[config.mk]
export PLATFORM = sky130hd
export DESIGN_NAME = ppvc_queue
export DESIGN_NICKNAME = d
export VERILOG_FILES = /design/src/hdl/ppvc_pkg.sv /design/src/hdl/ppvc_queue.sv
export SDC_FILE = /design/constraint.sdc
export NUM_CORES = 1
export LEC_CHECK = 0
export BUFFER_PORTS_ARGS = -buffer_cell sky130_fd_sc_hd__buf_2
export CAP_MARGIN = 20
export CORE_AREA = 3 3 252 254
export DETAILED_ROUTE_END_ITERATION = 10
export DIE_AREA = 0 0 255 257
export HOLD_SLACK_MARGIN = 0.08
export PLACE_DENSITY = 0.65
export SLEW_MARGIN = 10
export SYNTH_ARGS = -nofsm -noshare
export SYNTH_HDL_FRONTEND = slang
export SYNTH_SLANG_ARGS = --single-unit
[constraint.sdc]
create_clock -name clk -period 7.14 [get_ports clk]
set_input_delay 0.357 -clock clk [delete_from_list [all_inputs] [get_ports clk]]
set_output_delay 0.357 -clock clk [all_outputs]
set_load 0.005 [all_outputs]
[src/hdl/ppvc_pkg.sv]
// Shared types and constants for the point projection visibility cull core.
// No dependencies; used by every module of the block.
`default_nettype none

package ppvc_pkg;

  localparam int FRAC_BITS_DEF  = 16;
  localparam int COUNT_BITS_DEF = 16;
  localparam int POSE_DEPTH     = 12;
  localparam int QUEUE_DEPTH    = 4;

  // configuration register indexes
  localparam logic [2:0] REG_FOCAL_X     = 3'd0;
  localparam logic [2:0] REG_FOCAL_Y     = 3'd1;
  localparam logic [2:0] REG_CENTER_X    = 3'd2;
  localparam logic [2:0] REG_CENTER_Y    = 3'd3;
  localparam logic [2:0] REG_IMAGE_COLS  = 3'd4;
  localparam logic [2:0] REG_IMAGE_ROWS  = 3'd5;
  localparam logic [2:0] REG_DEPTH_LIMIT = 3'd6;
  localparam logic [2:0] REG_SAMPLE_CAP  = 3'd7;

  typedef struct packed {
    logic [31:0] focal_x;
    logic [31:0] focal_y;
    logic [31:0] center_x;
    logic [31:0] center_y;
    logic [12:0] image_columns;
    logic [12:0] image_rows;
    logic [30:0] depth_limit;
    logic [15:0] sample_cap;
  } cfg_t;

  // one queued transaction
  typedef struct packed {
    logic        is_point;
    logic [3:0]  word_index;
    logic [31:0] word_value;
    logic [31:0] point_x;
    logic [31:0] point_y;
    logic [31:0] point_z;
    logic [31:0] point_index;
    logic        last_point;
  } item_t;

  typedef struct packed {
    logic  push;
    item_t item;
  } push_t;

endpackage

`default_nettype wire

[src/hdl/ppvc_queue.sv]
// Short FIFO between front and back ends.
// Depends on ppvc_pkg.
`default_nettype none

module ppvc_queue (
  input  wire logic            clk,
  input  wire logic            rst,
  input  wire ppvc_pkg::push_t wr,
  input  wire logic            pop,
  output logic                 full,
  output logic                 empty,
  output ppvc_pkg::item_t      head
);

  localparam int PW = $clog2(ppvc_pkg::QUEUE_DEPTH);

  ppvc_pkg::item_t entries [ppvc_pkg::QUEUE_DEPTH];
  logic [PW-1:0]   rd_ptr;
  logic [PW-1:0]   wr_ptr;
  logic [PW:0]     count;
  logic            do_push;
  logic            do_pop;

  assign full    = count == (PW+1)'(ppvc_pkg::QUEUE_DEPTH);
  assign empty   = count == '0;
  assign head    = entries[rd_ptr];
  assign do_push = wr.push && !full;
  assign do_pop  = pop && !empty;

  always_ff @(posedge clk) begin
    if (do_push) begin
      entries[wr_ptr] <= wr.item;
    end
  end

  always_ff @(posedge clk) begin
    if (rst) begin
      rd_ptr <= '0;
      wr_ptr <= '0;
      count  <= '0;
    end else begin
      if (do_push) begin
        wr_ptr <= wr_ptr + 1'b1;
      end
      if (do_pop) begin
        rd_ptr <= rd_ptr + 1'b1;
      end
      if (do_push && !do_pop) begin
        count <= count + 1'b1;
      end else if (do_pop && !do_push) begin
        count <= count - 1'b1;
      end
    end
  end

endmodule

`default_nettype wire

After elaboration in Yosys (flattened, before gate mapping)
Memories as Yosys holds them, arrays and structs flattened. A register that Yosys moved wholly into a read port is not among the register bits.
Index checks and enable logic that the tools add are counted.

word-level totals
  input port bits = 170
  bits in writable memories = 664
  register bits = 7
  memories = 1

memory list
  name     depth  width  read ports  clocked after Yosys merged registers in  wr ports  line              source
  entries  4      166    1           1                                        1         ppvc_queue.sv:17  ppvc_pkg::item_t entries [ppvc_pkg::QUEUE_DEPTH];

operators by class
  reductions and logical operators = 10
  $add $sub $neg = 4
  mux-type cells = 6
  equal/unequal tests = 1

operator list
  operator                                                            count
  3-bit 2-to-1 mux                                                    2
  2-bit by 1-bit adder with 2-bit output, second input constant       2
  1-bit logical AND                                                   4
  1-bit zero test                                                     4
  2-bit 2-to-1 mux                                                    2
  3-bit by 1-bit adder with 3-bit output, second input constant       1
  3-bit == test, second input constant                                1
  3-bit zero test                                                     1
  3-bit by 1-bit subtractor with 3-bit output, second input constant  1
  1-bit 2-to-1 mux                                                    2
  2-bit nonzero test                                                  1

Longest topological paths before layout
  depth in word-level cells = 7
  depth in mapped cells = 8

Worst setup path after synthesis
Ideal clock, no wire load.

  path kind = flip-flop to flip-flop
  start = register count[0]
  end = memory entries[0][0] in the netlist's numbering (enable)
  cell stages (with the launch flop) = 4
  path buffers = 0
  data required time = 6.594 ns
  data arrival time = 4.626 ns
  period minus slack after synthesis = 5.172 ns
  path slack = 1.968 ns
  cells stage by stage = dfxtp_1 > nor3b_1 > nor2_1 > and2_1

on the way
  longest elaborated chain between the ends = 5

ends and longest elaborated chain
  what                                    line              source
  start, declared                         ppvc_queue.sv:20  logic [PW:0] count;
  start signal, assigned                  ppvc_queue.sv:49  count <= count + 1'b1;
  start signal, assigned                  ppvc_queue.sv:51  count <= count - 1'b1;
  3-bit == test                           ppvc_queue.sv:24  assign full = count == (PW+1)'(ppvc_pkg::QUEUE_DEPTH);
  named net full                          ppvc_queue.sv:10  output logic full,
  1-bit zero test                         ppvc_queue.sv:27  assign do_push = wr.push && !full;
  1-bit logical AND                       ppvc_queue.sv:27
  named net do_push                       ppvc_queue.sv:21  logic do_push;
  1-bit 2-to-1 mux                        ppvc_queue.sv:31  if (do_push) begin
  1-bit 2-to-1 mux (not written as such)  ppvc_queue.sv:32  entries[wr_ptr] <= wr.item;
  end, declared                           ppvc_queue.sv:17

The timed path passes the listed nets, and every way through them passes these cells.

==> summary.md <==
| Metric | Value |
|---|---|
| Status | `completed` |
| Worst setup margin | `roughly 3.5 ns` |
| Initial DRC count | `about 810` |
| Routability cong. | `between 0.6 and 0.7` |
| Clock tree buffer depth | `3` |
| Placed Cells | `~2000` |
| GRT overflow | `0` |
| Pre-antenna DRT Iters | `4` |
| Residual DRC | `0` |
| Final setup vio count | `0` |
| Setup slack, reg-to-reg | `approximately 3.9 ns` |
| Initial antenna violation count | `8` |
| Vias in the first global route | `12800` |
| Chain of cells forming the critical path | `buf_4, mux4_2, buf_2` |
| Largest net degree at the start of global routing | `129` |
| Post-synth top cells | `edfxtp_1 (664), mux4_2 (166), buf_6 (16), buf_2 (15), dfxtp_1 (9)` |
| Core Area | `0.0615 mm²` |
| Post-synth EDFFs | `664` |
| Yosys warnings | `0` |
| Min Clock Period, post-route | `3.61 ns` |
| Fmax | `between 200 and 300 MHz` |
| Synth Area per Inst | `approximately 27 µm²` |
| Root Buffer | `clkbuf_16` |
| Area leader, netlist | `edfxtp_1` |
| Sequential power share | `0.462` |
| Largest stage delay, worst path | `0.97 ns` |
| Die Span X | `~260 µm` |
| Count leader, synth | `edfxtp_1` |
| Die Height | `about 260 µm` |
| Top-area cell type share of the netlist area | `0.816` |
| Crit end category | `output pin` |
| Worst Hold Class | `in2reg` |
| Starting Density | `0.397` |
| Sequential element share of the synthesized area | `0.823` |
| CTS tree | `yes` |
| Pwr per Cell Area | `between 300 and 400 mW/mm²` |
| Clk Latency, worst-skew pair | `0.59 ns` |
| Critical path's slowest cell | `dfxtp_4` |
| Total power | `around 0.011 W` |
| Clock sink total | `slightly below 700` |
| Die area | `between 0.06 and 0.07 mm²` |
| Primary FF master, synth | `edfxtp_1` |
| Yosys cell types | `24` |
| Yosys reg bits | `about 670` |
| Worst EP arrival | `approximately 3.3 ns` |
| Worst Skew | `0.0110 ns` |
| Buf/Inv on CP | `2` |
| GRT Util Overall | `0.155` |
| DR vias | `roughly 12000` |
| Post-DRT Antenna Nets | `0` |
| Measured slew at the worst slew-check pin | `between 1 and 1.5 ns` |
| Area grow syn2layout | `26.8%` |
| Via density | `around 5.0` |
| CP Max Fanout | `46` |
| Async SR Flop Fraction | `0` |
| Count of pins over their slew limit | `0` |
| Fin Hold WS | `roughly 0.18 ns` |
| Final hold vios | `0` |
| Standard-cell row count | `91` |
| Area of the mapped netlist | `0.0244 mm²` |
| Slew HR | `0.308` |
| Place WS | `approximately 3.8 ns` |
| Synth Net Count | `~1100` |
| CP Class | `reg2out` |
| Switching power total | `0.00263 W` |
| Max VDD drop | `roughly 0.22 mV` |
| Logic pwr share | `0.199` |
| Required time of the worst setup path | `roughly 6.8 ns` |
| TNS Setup | `0 ns` |
| # nets final | `1645` |
| Clock power frac | `0.339` |
| Dpl hpwl | `roughly 29000 µm` |
| Clock transition at path regs | `~0.060 ns` |
| Worst setup SP type | `flop` |
| Tcrit/Tclk final | `0.506` |
| CTS H-tree depth | `3` |
| P_leak | `around 10 nW` |
| Delay-heaviest family, CP | `buffers and inverters` |
| RSZ-0062 raised after global routing | `no` |
| CTS Buf Count | `just over 70` |
| Post-cts gate resize count | `0` |
| Switching part of the total power | `0.246` |
| Synthesized instance count | `about 920` |
| First-pass GRT wire length | `about 77000 µm` |
| WL/cell | `around 22 µm` |
| Max cap viols | `0` |
| Pint | `roughly 0.0080 W` |
| Post-Layout Cell Count | `2319` |
| Port Buffers | `337` |
| Share of cells above drive strength 1 | `0.409` |
| Synth area leaders | `edfxtp_1 (82%), mux4_2 (15%), dfxtp_1 (0.74%), buf_6 (0.74%), buf_2 (0.31%)` |
| Final WL | `between 40000 and 50000 µm` |
| I/O Pins | `between 300 and 400` |
[layout by cell type, fill, tap and decap left out, drive strengths merged]
cell         netlist  final
edfxtp           664    664
buf               36    351
dlygate4sd3        0    167
mux4             166    166
clkbuf             2     91
clkinv             0     26
dfxtp              9      9
inv                4      7
nor2               6      6
bufinv             0      6
diode              0      5
ha                 5      5
and2               4      4
xor2               4      4
clkinvlp           0      3
o21ai              2      2
or3                2      2
a21oi              2      2
mux2i              2      2
nand2b             2      2
nor3b              1      1
nor3               1      1
o31ai              1      1
o311ai             1      1
fa                 1      1
[tightest hold or removal path, cell delays in order]
cell and delay, ns:
buf_2 0.10, inv_1 0.08, or3_1 0.11, a21oi_1 0.05
[state kept, by name, indices dropped and copies added, names as in the netlist, named ones only]
register / flops
rd_ptr: 2
wr_ptr: 2
count: 3
entries: 664
[area by class of cell]
type | count | area (µm²)
diodes | 5 | 12.5
clock buffers | 91 | 1960
clock inverters | 38 | 362
fillers | 4872 | 30500
inverters | 4 | 15.0
multi-input cells | 200 | 4010
flip-flops and latches | 673 | 20100
well taps | 790 | 988
repair buffers | 518 | 3510
[power groups by stage]
stage	Sequential [W]	Clock [W]	Combinational, W
after global placement	0.00500	0	0.00208
after global routing	0.00497	0.00389	0.00232
after floorplan	0.00494	0	0.00138
after detailed placement	0.00503	0	0.00210
after CTS	0.00494	0.00372	0.00218
final	0.00493	0.00362	0.00213
[repair_timing]
item,in CTS,in global routing
buffers inserted,0,0
hold endpoints to repair,672,0
hold buffers,167,0
[through the flow]
stage,instance area [µm²],util
6_report,31000,0.504
5_1_grt,31000,0.504
4_1_cts,30900,0.503
3_5_place_dp,26900,0.438
3_3_place_gp,26900,0.438
2_1_floorplan,24400,-
[final timing paths]
check                    startpoint                   endpoint  cells past startpoint
max                            flop                  head[118]                      3
min                         wr[166]     wr_ptr[0]$_SDFFE_PP0P_                      4
max reg2reg   count[0]$_SDFFE_PP0P_  entries[0][113]$_DFFE_PP_                      5
min reg2reg  wr_ptr[1]$_SDFFE_PP0P_     wr_ptr[1]$_SDFFE_PP0P_                      2
[metal layers]
layer / track usage / share of wire / vias up
li1: - / - / 5097
met1: 0.200 / 0.41 / 6112
met2: 0.253 / 0.50 / 326
met3: 0.0454 / 0.073 / 80
met4: 0.0477 / 0.019 / 6
met5: 0 / 0.00092 / -
[cell families after synthesis]
group,share of synthesized area
AO/OA/AOI/OAI,0.00149
adder cells (fa/ha/maj),0.00338
flip-flops,0.823
buffers and inverters,0.0129
XOR/XNOR,0.00143
multiplexers,0.154
AND/OR/NAND/NOR,0.00348
Note: power is estimated with default switching activity, not from simulation.
